<file path="config.mk">
export PLATFORM = sky130hd
export DESIGN_NAME = usct_front
export DESIGN_NICKNAME = d
export VERILOG_FILES = /design/src/hw/rtl/usct_pkg.sv /design/src/hw/rtl/usct_front.sv
export SDC_FILE = /design/constraint.sdc
export NUM_CORES = 1
export LEC_CHECK = 0
export ABC_AREA = 1
export BUFFER_PORTS_ARGS = -buffer_cell sky130_fd_sc_hd__buf_4
export CORE_MARGIN = 2
export CORE_UTILIZATION = 51
export DETAILED_ROUTE_END_ITERATION = 10
export MAX_ROUTING_LAYER = met4
export PLACE_DENSITY = 0.82
export SYNTH_ARGS = -nofsm -noshare
export SYNTH_HDL_FRONTEND = slang
export SYNTH_SLANG_ARGS = --single-unit
</file>
<file path="constraint.sdc">
create_clock -name clk -period 4.96 [get_ports clk]
set_input_delay 0.496 -clock clk [delete_from_list [all_inputs] [get_ports clk]]
set_output_delay 0.496 -clock clk [all_outputs]
set_load 0.05 [all_outputs]
</file>
<file path="src/hw/rtl/usct_pkg.sv">
`default_nettype none
package usct_pkg;

  // Counts above this are rejected as bad requests
  localparam int unsigned MAX_DIVISIONS = 1024;
  // Depth of the cell queue between front and back
  localparam int unsigned QUEUE_DEPTH   = 4;
  localparam int unsigned QPTR_W        = $clog2(QUEUE_DEPTH);

  localparam int unsigned COUNT_W  = 11;
  localparam int unsigned INDEX_W  = 10;
  localparam int unsigned COORD_W  = 32;
  localparam int unsigned RADIUS_W = 31;
  localparam int unsigned PHASE_W  = 32;
  localparam int unsigned DIVS_W   = COUNT_W + 1;
  localparam int unsigned ADDR_W   = 5;

  localparam logic [PHASE_W-1:0] QUARTER_TURN = 32'h4000_0000;
  localparam logic signed [31:0] ONE_Q30      = 32'sh4000_0000;
  localparam logic signed [31:0] MINUS_ONE_Q30 = -32'sh4000_0000;

  // Register map, word index
  typedef enum logic [2:0] {
    REG_CENTER_X  = 3'd0,
    REG_CENTER_Y  = 3'd1,
    REG_CENTER_Z  = 3'd2,
    REG_RADIUS    = 3'd3,
    REG_SLICE_CNT = 3'd4,
    REG_RING_CNT  = 3'd5
  } reg_idx_t;

  typedef struct packed {
    logic signed [COORD_W-1:0] center_x;
    logic signed [COORD_W-1:0] center_y;
    logic signed [COORD_W-1:0] center_z;
    logic [RADIUS_W-1:0]       radius;
    logic [COUNT_W-1:0]        slices;
    logic [COUNT_W-1:0]        rings;
  } cfg_t;

  typedef struct packed {
    logic               bad;
    logic [INDEX_W-1:0] ring;
    logic [INDEX_W-1:0] slice;
  } cell_item_t;

  typedef struct packed {
    logic               start;
    logic [PHASE_W-1:0] phase;
  } trig_req_t;

  typedef struct packed {
    logic               done;
    logic signed [31:0] value;
  } trig_rsp_t;

  typedef enum logic [1:0] {
    TG_IDLE,
    TG_MUL,
    TG_ACC
  } trig_state_t;

  typedef enum logic [3:0] {
    BK_IDLE,
    BK_BAD,
    BK_DIV,
    BK_TGO,
    BK_TWAIT,
    BK_DMUL,
    BK_DACC,
    BK_CMUL,
    BK_CACC,
    BK_EMIT_A,
    BK_EMIT_B
  } back_state_t;

  // Quarter-wave sine polynomial, odd terms, Q30
  function automatic logic signed [31:0] sin_coef(input logic [2:0] k);
    logic signed [31:0] c;
    case (k)
      3'd0: c = 32'sd1686629713;
      3'd1: c = -32'sd693598668;
      3'd2: c = 32'sd85569306;
      3'd3: c = -32'sd5026995;
      3'd4: c = 32'sd172272;
      3'd5: c = -32'sd3864;
      default: c = '0;
    endcase
    return c;
  endfunction

  // Quarter-wave cosine polynomial, even terms, Q30
  function automatic logic signed [31:0] cos_coef(input logic [2:0] k);
    logic signed [31:0] c;
    case (k)
      3'd0: c = 32'sd1073741824;
      3'd1: c = -32'sd1324675879;
      3'd2: c = 32'sd272375560;
      3'd3: c = -32'sd22401992;
      3'd4: c = 32'sd987048;
      3'd5: c = -32'sd27060;
      3'd6: c = 32'sd506;
      default: c = '0;
    endcase
    return c;
  endfunction

  // Q30 rescale of a full product, rounding halves upward
  function automatic logic signed [33:0] mulq(input logic signed [63:0] p);
    logic signed [63:0] s;
    s = p + 64'sd536870912;
    return s[63:30];
  endfunction

endpackage
`default_nettype wire

</file>
<file path="src/hw/rtl/usct_front.sv">
`default_nettype none
module usct_front import usct_pkg::*; (
  input  wire logic               clk,
  input  wire logic               rst_n,
  input  wire logic               in_valid,
  output logic                    in_stall,
  input  wire logic [INDEX_W-1:0] in_ring_index,
  input  wire logic [INDEX_W-1:0] in_slice_index,
  input  wire cfg_t               cfg,
  output logic                    q_valid,
  output cell_item_t              q_item,
  input  wire logic               q_pop
);

  cell_item_t         q_mem_r [QUEUE_DEPTH];
  logic [QPTR_W-1:0]  wr_ptr_r, rd_ptr_r;
  logic [QPTR_W:0]    count_r;
  logic               full;
  logic               push;
  logic               bad;
  cell_item_t         item;

  // Classify: counts out of range or index outside the mesh
  always_comb begin
    bad = (cfg.rings < COUNT_W'(2)) || (cfg.slices < COUNT_W'(3)) ||
          (cfg.rings > COUNT_W'(MAX_DIVISIONS)) ||
          (cfg.slices > COUNT_W'(MAX_DIVISIONS)) ||
          ({1'b0, in_ring_index} >= cfg.rings) ||
          ({1'b0, in_slice_index} >= cfg.slices);
    item.bad   = bad;
    item.ring  = in_ring_index;
    item.slice = in_slice_index;
  end

  assign full     = (count_r == (QPTR_W+1)'(QUEUE_DEPTH));
  assign in_stall = full;
  assign push     = in_valid && !full;
  assign q_valid  = (count_r != '0);
  assign q_item   = q_mem_r[rd_ptr_r];

  // Queue storage
  always_ff @(posedge clk) begin
    if (push) begin
      q_mem_r[wr_ptr_r] <= item;
    end
  end

  // Queue pointers
  always_ff @(posedge clk) begin
    if (!rst_n) begin
      wr_ptr_r <= '0;
      rd_ptr_r <= '0;
      count_r  <= '0;
    end else begin
      if (push) wr_ptr_r <= wr_ptr_r + 1'b1;
      if (q_pop) rd_ptr_r <= rd_ptr_r + 1'b1;
      if (push && !q_pop) count_r <= count_r + 1'b1;
      else if (!push && q_pop) count_r <= count_r - 1'b1;
    end
  end

endmodule
`default_nettype wire

</file>
After elaboration in Yosys (flattened, before gate mapping)
Memory sizes are Yosys's and may differ from the RTL's. A register that Yosys moved wholly into a read port is not among the register bits. Cells that the tools add are included.

Register bits after elaboration: 7. Bits in latches: 0. Bits in writable memories: 84. Memory bits (read-only): 0. Word-level logic and storage cells: 34. Memories kept: 1.

Add/sub/neg operators: 4. $mul: 0. Div/mod/pow operators: 0. Order comparisons: 6. Eq/ne operators: 1. Shift-type cells: 0. Multiplexer cells: 6. Bitwise gates (word level): 0. Reduce and logical (&&, ||, !) cells: 13.

Memories: q_mem_r (words 4, width 21, rd ports 1, clocked after memory_dff 1, write ports 1, RTL line usct_front.sv:15) `cell_item_t q_mem_r [QUEUE_DEPTH];`.

Operator list (count): >= comparator 10 x 11 -> 1 bit (2); > comparator 11 bit (second input constant) (2); less-than comparator 11 x 2 -> 1 bit (second input constant) (2); two-way mux 3 bit (2); logical OR 1 bit (5); adder 2 x 1 -> 2 bit (second input constant) (2); two-way mux 2 bit (2); adder 3 x 1 -> 3 bit (second input constant) (1); equality test 3 bit (second input constant) (1); logical AND 1 bit (3); zero test 1 bit (3); nonzero test 3 bit (1); subtractor 3 x 1 -> 3 bit (second input constant) (1); two-way mux 1 bit (2); nonzero test 2 bit (1).

Depth between registers and ports, before layout
Word-level depth: 7. Mapped depth: 11.

Worst setup path after synthesis
OpenSTA, ideal clock, no wires.

Path type: reg-to-output. Start point: register with a tool-made name. End point: output port q_item[10] (netlist name). Arrival: 1455 ps. Required time: 4464 ps. Slack: 3009 ps. Cell stages (with the launch flop): 6. Path buffers: 2. Cells stage by stage: dfxtp_1 buf_6 inv_4 buf_4 o21ai_1 o22ai_1.

RTL lines: end: declaration (RTL line usct_front.sv:11) `output cell_item_t q_item,`.

==> impl_metrics.py <==
metrics = {
    "clock_tree": {
        "cts_max_level": 3,
        "numClockSinks": 93,
        "post-cts-setup-buffers": 0,
        "cts_made_buffers": 9,
        "clk-insertion-delay-late_ns": 0.36,
        "cts_tree": "built",
        "cts-root-buf": "clkbuf_8",
        "clk_path_buf_depth": 2,
        "ctsHoldBuffers": 0,
        "path_clk_slew_ns": 0.09,
        "ctsResizeCount": 0,
    },
    "synthesis": {
        "yosys.cell_types.count": 23,
        "synth.cell_area_um2": 4290,
        "ys_ff_latch": 93,
        "syn_nets": 594,
        "syn_inst": 395,
        "yosysSeqAreaShare_pct": 63.0,
        "syn_area_per_cell_um2": 10.9,
        "synth_warnings": 0,
    },
    "cells_and_area": {
        "syn2layout_area_growth_pct": 18.8,
        "antenna_cells": 0,
        "fillers": 641,
        "multi_input_area_um2": 1290,
        "fin_nets": 665,
        "final_common_cell": "edfxtp_1",
        "final_cell_mix": "84 x edfxtp_1, 73 x buf_4, 69 x nor2_1, 44 x nand2_1, 41 x inv_1",
        "post-route-util_pct": 62.3,
        "drive_above_1_share_pct": 21.2,
        "instances_no_fill": 576,
        "register_area_um2": 2700,
    },
    "floorplanning": {
        "die_height_um": 95.7,
        "pin_count": 196,
        "fp.coreArea_um2": 8180,
        "dieWidth_um": 95.7,
        "initial_utilization_pct": 52.4,
        "die_area_um2": 9150,
        "fp-row-count": 33,
    },
    "detailed_routing": {
        "drc": 0,
        "vias": 3051,
        "first_pass_iters": 4,
        "drt_iter0_markers": 155,
        "wl_um": 8880,
        "viasPerCell": 5.30,
        "wire_per_inst_um": 15.4,
        "ant_nets": 0,
    },
    "global_routing": {
        "grt.met1_usage_pct": 27.2,
        "use_met3_pct": 2.85,
        "grt_util_met2_pct": 33.2,
        "antenna_found_initial": 0,
        "grt_pass1_vias": 2820,
        "grt_pass1_wl_um": 13600,
        "grt_overflow": 0,
        "grt-busiest-layer": "met2",
        "grt_max_degree": 44,
        "grt_usage_pct": 20.9,
    },
    "worst_setup_path": {
        "r2r_slack_ns": 3.05,
        "cp.arrival_ns": 2.08,
        "rr_startpoint": "count_r[0]",
        "cp-end-kind": "output pin",
        "reg2reg_depth": 11,
        "cp.required_ns": 4.46,
        "reg2reg_to": "count_r[2]",
        "crit_fanout": 22,
        "path_class": "reg -> out",
        "worst_setup_path_start_kind": "flop",
    },
    "timing": {
        "fmax_ghz": 0.388,
        "skew_ns": 0.00956,
        "maxSlewHeadroom_pct": 50.2,
        "drv_slew": 0,
        "period_minus_slack_ns": 2.58,
        "fin_setup_tns_ns": 0,
        "finalSetupViolCount": 0,
        "worstMarginPinSlew_ns": 0.746,
        "rsz0062_at_grt": "no",
        "hold_viol": 0,
        "period_share_pct": 52.0,
    },
    "worst_hold_path": {
        "hold_end": "q_mem_r[1][16]",
        "hold_depth": 1,
        "min_from": "in_ring_index[6]",
        "hold_path.class": "in -> reg",
    },
    "pwr": {
        "leakagePower_nw": 2.11,
        "power.density_nw_per_um2": 370,
        "peakVddDrop_mv": 0.167,
    },
    "placement": {
        "place_hpwl_um": 6160,
        "routabilityCongestion": 0.833,
        "dp.cells": 560,
        "port_buffers": 68,
    },
    "flow_run": {
        "drv_cap": 0,
    },
    "outcome": {
        "outcome": "complete, no violations",
    },
}
cells in the mapped netlist:
master,count,area (um^2)
o22ai_1,21,131
inv_4,1,6.26
nand2_2,1,6.26
nor2_1,69,259
o21ai_1,23,115
o21ai_0,28,140
nand3_1,8,40.0
nor3_1,1,5.00
a21boi_2,1,11.3
fa_1,1,20.0
nand2_1,44,165
dfxtp_1,9,180
ha_1,25,313
nand3b_1,1,7.51
buf_4,3,22.5
inv_2,9,33.8
buf_2,6,30.0
nor3b_1,1,7.51
buf_6,4,45.0
nand4_1,1,6.26
inv_1,41,154
a21oi_1,13,65.1
edfxtp_1,84,2520
critical path: stages, from the launching register on:
cell     delay, ns
dfxtp_1       0.81
inv_2         0.36
o21ai_1       0.20
o22ai_1       0.14
buf_4         0.22
per-layer routing:
layer / vias up / routed length [um]
met5: - / 0
met4: 0 / 141
met3: 11 / 453
met1: 1442 / 3940
met2: 93 / 4350
li1: 1505 / -
per-stage QoR:
step	total power, mW	hold slack (ns)	worst slack (ns)	area [um^2]
CTS	1.89	0.334	2.34	5090
global route	1.96	0.337	2.19	5090
floorplan	1.21	0.412	3.01	4290
global placement	1.33	0.430	2.79	4870
detailed placement	1.35	0.444	2.74	4870
finish	1.88	0.347	2.38	5090
logic make-up (layout without fill, tap and decap cells):
| family | Yosys count | in the layout | share of synthesized area [%] |
|---|---|---|---|
| AND/OR/NAND/NOR | 126 | 126 | 11.6 |
| flip-flops | 93 | 93 | 63.0 |
| AO/OA/AOI/OAI | 86 | 86 | 10.8 |
| adder cells (fa/ha/maj) | 26 | 26 | 7.76 |
| buffers and inverters | 64 | 140 | 6.80 |
power by group:
group / leakage (nW) / internal, mW / switching [mW] / total (mW)
Sequential: 0.842 / 0.913 / 0.0186 / 0.932
Clock: 0.111 / 0.289 / 0.269 / 0.558
Combinational: 1.16 / 0.124 / 0.270 / 0.394
Total: 2.11 / 1.33 / 0.557 / 1.88
layout make-up:
cell class                      instances  share of cell area, %
Clock buffer                           10                   2.51
Sequential cell                        93                   53.1
Timing Repair Buffer                   73                   10.8
Inverter                               51                   3.81
Multi-Input combinational cell        238                   25.4
Tap cell                              105                   2.58
Clock inverter                          6                   1.87
worst max path at each step:
| stage | start | endpoint | cells after the start |
|---|---|---|---|
| after detailed placement | flop | q_item[18] | 4 |
| after global placement | flop | q_item[20] | 4 |
| after global routing | flop | q_item[9] | 4 |
| after floorplan | flop | q_item[10] | 5 |
| after CTS | flop | q_item[18] | 4 |
| final | flop | q_item[18] | 4 |
registers in the layout, summed over array words and instances (netlist names), named ones only:
register,cells
count_r,3
q_mem_r,84
wr_ptr_r,2
rd_ptr_r,2
Power figures use the tool's default switching activity.
