===== src/hw/rtl/usct_pkg.sv =====
`default_nettype none
package usct_pkg;

  // Counts above this are rejected as bad requests
  localparam int unsigned MAX_DIVISIONS = 1024;
  // Depth of the cell queue between front and back
  localparam int unsigned QUEUE_DEPTH   = 4;
  localparam int unsigned QPTR_W        = $clog2(QUEUE_DEPTH);

  localparam int unsigned COUNT_W  = 11;
  localparam int unsigned INDEX_W  = 10;
  localparam int unsigned COORD_W  = 32;
  localparam int unsigned RADIUS_W = 31;
  localparam int unsigned PHASE_W  = 32;
  localparam int unsigned DIVS_W   = COUNT_W + 1;
  localparam int unsigned ADDR_W   = 5;

  localparam logic [PHASE_W-1:0] QUARTER_TURN = 32'h4000_0000;
  localparam logic signed [31:0] ONE_Q30      = 32'sh4000_0000;
  localparam logic signed [31:0] MINUS_ONE_Q30 = -32'sh4000_0000;

  // Register map, word index
  typedef enum logic [2:0] {
    REG_CENTER_X  = 3'd0,
    REG_CENTER_Y  = 3'd1,
    REG_CENTER_Z  = 3'd2,
    REG_RADIUS    = 3'd3,
    REG_SLICE_CNT = 3'd4,
    REG_RING_CNT  = 3'd5
  } reg_idx_t;

  typedef struct packed {
    logic signed [COORD_W-1:0] center_x;
    logic signed [COORD_W-1:0] center_y;
    logic signed [COORD_W-1:0] center_z;
    logic [RADIUS_W-1:0]       radius;
    logic [COUNT_W-1:0]        slices;
    logic [COUNT_W-1:0]        rings;
  } cfg_t;

  typedef struct packed {
    logic               bad;
    logic [INDEX_W-1:0] ring;
    logic [INDEX_W-1:0] slice;
  } cell_item_t;

  typedef struct packed {
    logic               start;
    logic [PHASE_W-1:0] phase;
  } trig_req_t;

  typedef struct packed {
    logic               done;
    logic signed [31:0] value;
  } trig_rsp_t;

  typedef enum logic [1:0] {
    TG_IDLE,
    TG_MUL,
    TG_ACC
  } trig_state_t;

  typedef enum logic [3:0] {
    BK_IDLE,
    BK_BAD,
    BK_DIV,
    BK_TGO,
    BK_TWAIT,
    BK_DMUL,
    BK_DACC,
    BK_CMUL,
    BK_CACC,
    BK_EMIT_A,
    BK_EMIT_B
  } back_state_t;

  // Quarter-wave sine polynomial, odd terms, Q30
  function automatic logic signed [31:0] sin_coef(input logic [2:0] k);
    logic signed [31:0] c;
    case (k)
      3'd0: c = 32'sd1686629713;
      3'd1: c = -32'sd693598668;
      3'd2: c = 32'sd85569306;
      3'd3: c = -32'sd5026995;
      3'd4: c = 32'sd172272;
      3'd5: c = -32'sd3864;
      default: c = '0;
    endcase
    return c;
  endfunction

  // Quarter-wave cosine polynomial, even terms, Q30
  function automatic logic signed [31:0] cos_coef(input logic [2:0] k);
    logic signed [31:0] c;
    case (k)
      3'd0: c = 32'sd1073741824;
      3'd1: c = -32'sd1324675879;
      3'd2: c = 32'sd272375560;
      3'd3: c = -32'sd22401992;
      3'd4: c = 32'sd987048;
      3'd5: c = -32'sd27060;
      3'd6: c = 32'sd506;
      default: c = '0;
    endcase
    return c;
  endfunction

  // Q30 rescale of a full product, rounding halves upward
  function automatic logic signed [33:0] mulq(input logic signed [63:0] p);
    logic signed [63:0] s;
    s = p + 64'sd536870912;
    return s[63:30];
  endfunction

endpackage
`default_nettype wire


===== src/hw/rtl/usct_trig.sv =====
`default_nettype none
module usct_trig import usct_pkg::*; (
  input  wire logic      clk,
  input  wire logic      rst_n,
  input  wire trig_req_t req,
  output trig_rsp_t      rsp
);

  trig_state_t        state_r, state_nxt;
  logic [1:0]         quad_r;
  logic [29:0]        x_r;
  logic signed [31:0] x2_r;
  logic signed [31:0] acc_r, acc_nxt;
  logic [2:0]         n_r;
  logic signed [63:0] prod_r;
  logic               done_r;
  logic signed [31:0] value_r;
  logic               do_start, do_issue, do_acc, finish;
  logic               odd, last_mul_x;
  logic signed [31:0] x_s, op_a, op_b, coef, clamped;
  logic signed [33:0] r;

  assign odd        = quad_r[0];
  assign last_mul_x = !odd && (n_r == 3'd6);
  assign x_s        = $signed({2'b00, x_r});

  // Next state
  always_comb begin
    state_nxt = state_r;
    case (state_r)
      TG_IDLE: if (req.start) state_nxt = TG_MUL;
      TG_MUL:  state_nxt = TG_ACC;
      TG_ACC:  state_nxt = (n_r == 3'd6) ? TG_IDLE : TG_MUL;
      default: state_nxt = TG_IDLE;
    endcase
  end

  // Control outputs
  always_comb begin
    do_start = 1'b0;
    do_issue = 1'b0;
    do_acc   = 1'b0;
    finish   = 1'b0;
    case (state_r)
      TG_IDLE: do_start = req.start;
      TG_MUL:  do_issue = 1'b1;
      TG_ACC: begin
        do_acc = 1'b1;
        finish = (n_r == 3'd6);
      end
      default: ;
    endcase
  end

  // Operand select: x*x first, then Horner on x^2, sine ends with *x
  always_comb begin
    op_a = (n_r == 3'd0) ? x_s : acc_r;
    op_b = ((n_r == 3'd0) || last_mul_x) ? x_s : x2_r;
    coef = odd ? cos_coef(3'd6 - n_r) : sin_coef(3'd5 - n_r);
    r    = mulq(prod_r);
    if (last_mul_x) acc_nxt = r[31:0];
    else            acc_nxt = coef + r[31:0];
    if (acc_nxt > ONE_Q30)            clamped = ONE_Q30;
    else if (acc_nxt < MINUS_ONE_Q30) clamped = MINUS_ONE_Q30;
    else                              clamped = acc_nxt;
  end

  // Datapath
  always_ff @(posedge clk) begin
    if (do_start) begin
      quad_r <= req.phase[31:30];
      x_r    <= req.phase[29:0];
      acc_r  <= req.phase[30] ? cos_coef(3'd6) : sin_coef(3'd5);
    end
    if (do_issue) prod_r <= op_a * op_b;
    if (do_acc) begin
      if (n_r == 3'd0) x2_r  <= r[31:0];
      else             acc_r <= acc_nxt;
    end
    if (finish) value_r <= quad_r[1] ? -clamped : clamped;
  end

  // Control registers
  always_ff @(posedge clk) begin
    if (!rst_n) begin
      state_r <= TG_IDLE;
      n_r     <= '0;
      done_r  <= 1'b0;
    end else begin
      state_r <= state_nxt;
      done_r  <= finish;
      if (do_start)    n_r <= '0;
      else if (do_acc) n_r <= n_r + 1'b1;
    end
  end

  assign rsp.done  = done_r;
  assign rsp.value = value_r;

endmodule
`default_nettype wire


===== config.mk =====
export PLATFORM = sky130hd
export DESIGN_NAME = usct_trig
export DESIGN_NICKNAME = d
export VERILOG_FILES = /design/src/hw/rtl/usct_pkg.sv /design/src/hw/rtl/usct_trig.sv
export SDC_FILE = /design/constraint.sdc
export NUM_CORES = 2
export LEC_CHECK = 0
export BUFFER_PORTS_ARGS = -buffer_cell sky130_fd_sc_hd__buf_2
export CORE_MARGIN = 2
export CORE_UTILIZATION = 45
export DETAILED_ROUTE_END_ITERATION = 7
export PLACE_DENSITY = 0.63
export SLEW_MARGIN = 25
export SYNTH_ARGS = -nofsm -noshare
export SYNTH_HDL_FRONTEND = slang
export SYNTH_SLANG_ARGS = --single-unit

===== constraint.sdc =====
create_clock -name clk -period 12.7 [get_ports clk]
set_clock_uncertainty 0.2 [all_clocks]
set_input_delay 2.54 -clock clk [delete_from_list [all_inputs] [get_ports clk]]
set_output_delay 2.54 -clock clk [all_outputs]
set_load 0.02 [all_outputs]

Word level (Yosys, flattened, before mapping)
Index checks and enable logic that the tools add are counted.

Flip-flop bits (word level): 196. Input port bits: 35. Output and inout bits: 33. Word-level logic and storage cells: 63.

Add/subtract/negate cells: 6. $mul: 1. Order comparisons: 2. Equality and inequality tests: 15. Muxes and demuxes: 20. Bitwise logic cells: 1. Reduce and logical (&&, ||, !) cells: 9.

Operators by type and width (number): $mux 32 (11); $pmux 32 s7 (1); $pmux 32 s6 (1); $add 62x31->62 const B (1); $mul 32x32->62 (1); $add 32x32->32 (1); $gt 32x32->1 const B (1); $lt 32x31->1 const B (1); $neg 32->32 (1); $eq 3x3->1 const B (6); $eq 3x2->1 const B (4); $logic_not 3->1 (3); $eq 3x1->1 const B (2); $pmux 2 s3 (1); $sub 3x3->3 const A (2); $mux 1 (5); $add 3x1->3 const B (1); $eq 2x1->1 const B (1); $eq 2x2->1 const B (1); $logic_not 2->1 (1); $mux 2 (1); $ne 2x2->1 const B (1); $reduce_and 2->1 (1); $reduce_or 2->1 (1); 4 further kinds (4).

Longest topological paths before layout
Depth after elaboration: 11. Gate-level depth with buffers: 38. Depth with buffers taken out: 34.

Least setup slack after synthesis
Ideal clock, no wire load.

Kind: reg2reg. Start point: register n_r[1]. End point: register prod_r[60] (data pin). Library setup time: 0.258 ns. Arrival time: 9.920 ns. Required time: 12.242 ns. Slack: 2.323 ns. Stages on the path, launching flop included: 37. Path buffers: 5. Clock period less this slack: 10.377 ns. Path through: dfxtp_1 buf_2 inv_1 ha_1 nor2b_1 buf_4 nor2_4 buf_1 buf_1 mux2i_1 clkbuf_1 nor2_1 fa_1 inv_1 fa_1 inv_1 fa_1 inv_1 fa_1 inv_1 fa_1 fa_1 inv_1 fa_1 inv_1 fa_1 ha_1 o21a_1 nor2_1 nor2_1 a221o_1 a21oi_1 a31oi_1 and4_1 or3_1 a21oi_1 xnor2_1.

Longest elaborated chain between the ends: 5. Elaborated cells between the ends (all ways): 7. Those cells by class: mul (1); eq/ne (1); mux (2); reduce/logical (3).

Ends and longest elaborated chain: start: declaration (line usct_trig.sv:14) `logic [2:0] n_r;`; start signal: assignment (line usct_trig.sv:93) `else if (do_acc) n_r <= n_r + 1'b1;`; $eq 3x3->1 (line usct_trig.sv:24) `assign last_mul_x = !odd && (n_r == 3'd6);`; $logic_and 1x1->1 (line usct_trig.sv:24); $logic_or 1x1->1 (line usct_trig.sv:58) `op_b = ((n_r == 3'd0) || last_mul_x) ? x_s : x2_r;`; $mux 32 (line usct_trig.sv:58); $mul 32x32->62 * (line usct_trig.sv:75) `if (do_issue) prod_r <= op_a * op_b;`; end signal: assignment (line usct_trig.sv:75); end: declaration (line usct_trig.sv:15) `logic signed [63:0] prod_r;`.

Every way passes the cells marked *; elsewhere a longest branch is shown, timed or not. A chain may end at the register's enable or synchronous reset.

Worst setup path in the final report
Same ends and word-level chain as after synthesis.

==> summary.md <==
| Metric | Value |
|---|---|
| Status | finished clean |
| Final period util | 91.48% |
| Total gr overflow | 0 |
| Synth warn | 0 |
| Grt met2 use | 46.98% |
| Slowest cell on the critical path | mux2_2 |
| Initial antenna violation count | 8 |
| Final min period | 11.62 ns |
| Vias per inst | 5.685 |
| Final Util | 48.42% |
| R2R depth | 29 |
| Pre-CTS setup slack | 1.210 ns |
| Worst R2R End | prod_r[60] |
| GRT Total Usage | a little under a third |
| Worst Hold Path EP | acc_r[11] |
| Core area | 0.09842 mm² |
| Post-synth cell types | 107 |
| Hold Violations, Final | 0 |
| Max stage delay on crit path | 0.91 ns |
| Layout cell share with drive strength beyond 1 | around 7.3% |
| TritonCTS clock tree | yes |
| Average wire per standard cell | around 24 µm |
| Routed WL | 149000 µm |
| Max-slew violations | 0 |
| Initial drt markers | 3249 |
| Met3 usage | roughly 8.8% |
| Synth Register Bits | 167 |
| Max Cap Viol | 0 |
| Total number of vias | around 35000 |
| Hold Path Stages | 2 |
| Main synth FF type | edfxtp_1 |
| Arr. time, crit path | 11.63 ns |
| Sequential fraction of the synthesis area | 10.36% |
| CTS H-Tree Depth | 4 |
| Post-cts sizing count | 0 |
| Hold WC Path Type | reg2reg |
| Layout area overhead | 6.573% |
| CTS Hold Bufs | 0 |
| Worst setup margin | between 1 and 1.5 ns |
| CP Data Required Time | 12.71 ns |
| Clock Tree Root | clkbuf_16 |
| Largest net degree at the start of global routing | 54 |
| Die Y | 319.2 µm |
| First-pass GRT wire length | 227300 µm |
| Die W | between 300 and 400 µm |
| Highest clock rate | 86.07 MHz |
| Clock Sinks | 167 |
| Avg Cell Area, Syn | 9.229 µm² |
| GR peak layer | met2 |
| Commonest non-fill, non-tap cells in the layout | 1062 x fa_1, 941 x inv_1, 716 x nand2_1 |
| Worst-Skew Late Latency | roughly 0.46 ns |
| Critical path class | reg2reg |
| GR Layer Usage met1 | 38.59% |
| Starting Density | between 40% and 50% |
| Worst R2R Start | n_r[1] |
| Dpl hpwl | between 100000 and 150000 µm |
| CP startpoint | n_r[1] |
| Post-Synthesis Cells | 4845 |
| Post-synth EDFFs | 129 |
| Setup TNS | 0 ns |
| Commonest non-fill, non-tap cell in the layout | fa_1 |
| Synth async-reset ratio | 0% |
| Die area | 0.1019 mm² |
| Num rows | 115 |
| CTS clk-pin slew, worst paths | 0.07 ns |
| Min-delay src | acc_r[11] |
| Maximum clock path buffer count | 2 |
| Setup crit end kind | flop |
| CTS Buf Count | 17 |
| Final Setup Violations | 0 |
| Postcts setup bufs | 0 |
| Mapped Area | around 0.045 mm² |
| Post-route ant nets | 0 |
| Fill count | 9283 |
| Pre-antenna DRT Iters | 6 |
| Gpl congestion | roughly 1.0 |
| Most used cell, CP | fa_1 |
| R2R setup slack | between 1 and 1.5 ns |
| Critical path fanouts, max | 32 |
| Kind of start point of the critical path | flop |
| Slew @ Worst Pin | 1.117 ns |
| Syn_nets | roughly 6200 |
| DRC | 0 |
| RSZ-0062 raised after global routing | no |
| I/O pin total | 68 |
| Vias in the first global route | 36720 |
| IO buf count | 67 |
| Worst rel slew slack | a little under a quarter |
| Final nets | ~6100 |
==> critical path, delay by kind of cell (launching register included) <==
family                   cells  cell delay, ns
buffers and inverters        5            1.13
multiplexers                 1            0.91
flip-flops                   1            0.58
AO/OA/AOI/OAI                5            1.12
AND/OR/NAND/NOR              7            1.99
XOR/XNOR                     1            0.08
adder cells (fa/ha/maj)     10            5.32
==> metal layers <==
| layer | up-vias | routed length, µm |
|---|---|---|
| li1 | 14720 | - |
| met1 | 17870 | 56520 |
| met2 | 1881 | 67090 |
| met3 | 422 | 16770 |
| met4 | 8 | 8489 |
| met5 | - | 140 |
==> kinds of logic (layout without fill, tap and decap cells) <==
| logic type | Yosys count | in the layout | share of synthesized area [%] |
|---|---|---|---|
| xor+xnor | 117 | 117 | 2.308 |
| simple gates | 1607 | 1607 | 15.19 |
| flops | 167 | 167 | 10.36 |
| other cells | 0 | 4 | 0 |
| buf+inv | 1165 | 1167 | 10.02 |
| mux | 97 | 97 | 2.294 |
| fa+ha+maj | 1279 | 1279 | 53.62 |
| compound gates | 413 | 413 | 6.201 |
==> how the worst max path moves through the flow <==
stage	endpoint	slack [ns]
after floorplan	prod_r[60]	2.32
after global placement	prod_r[60]	1.40
after detailed placement	prod_r[60]	1.21
after CTS	prod_r[60]	1.17
after global routing	prod_r[60]	0.52
final	prod_r[60]	1.08
==> cells in the mapped netlist, types with 18 or more instances <==
cell type | count | area share (%)
fa_1 | 1062 | 48
inv_1 | 942 | 7.9
nand2_1 | 718 | 6.0
nor2_1 | 615 | 5.2
ha_1 | 217 | 6.1
clkbuf_1 | 181 | 1.5
edfxtp_1 | 129 | 8.7
o21ai_0 | 95 | 1.1
a21oi_1 | 91 | 1.0
xnor2_1 | 74 | 1.4
mux2i_1 | 67 | 1.5
nand3_1 | 57 | 0.64
a21o_1 | 46 | 0.77
xor2_1 | 42 | 0.82
dfxtp_1 | 38 | 1.7
o211ai_1 | 31 | 0.52
mux2_2 | 28 | 0.71
nor3_1 | 28 | 0.31
and2_1 | 27 | 0.38
nand4_1 | 27 | 0.38
nand2b_1 | 26 | 0.36
and3_1 | 24 | 0.34
or3_1 | 18 | 0.25
==> state kept, by name (all words and copies together) (netlist names) <==
| register | cells |
|---|---|
| value_r | 32 |
| x2_r | 32 |
| acc_r | 32 |
| n_r | 3 |
| x_r | 30 |
| state_r | 2 |
| done_r | 1 |
| quad_r | 2 |
| prod_r | 33 |
==> layout make-up <==
class / count / area [µm²] / share of cell area (%)
Sequential cell: 167 / 4634 / 9.725
Inverter: 943 / 3540 / 7.428
Clock buffer: 18 / 429.2 / 0.9006
Antenna cell: 4 / 10.01 / 0.02100
Clock inverter: 14 / 187.7 / 0.3938
Tap cell: 1287 / 1610 / 3.379
Timing Repair Buffer: 192 / 1351 / 2.836
Multi-Input combinational cell: 3513 / 35890 / 75.32
==> metrics by stage <==
step / cell area, µm² / hold WS, ns / cells
after floorplan: 44720 / 0.2459 / 4845
after global placement: 46940 / 0.2821 / 6098
after detailed placement: 46980 / 0.2924 / 6100
after CTS: 47600 / 0.3094 / 6132
after global routing: 47640 / 0.3533 / 6134
final: 47650 / 0.3117 / 6138
Power is left out: the tool's default activity adds up to more than one toggle a clock period on the data nets, which glitch-free logic cannot reach.
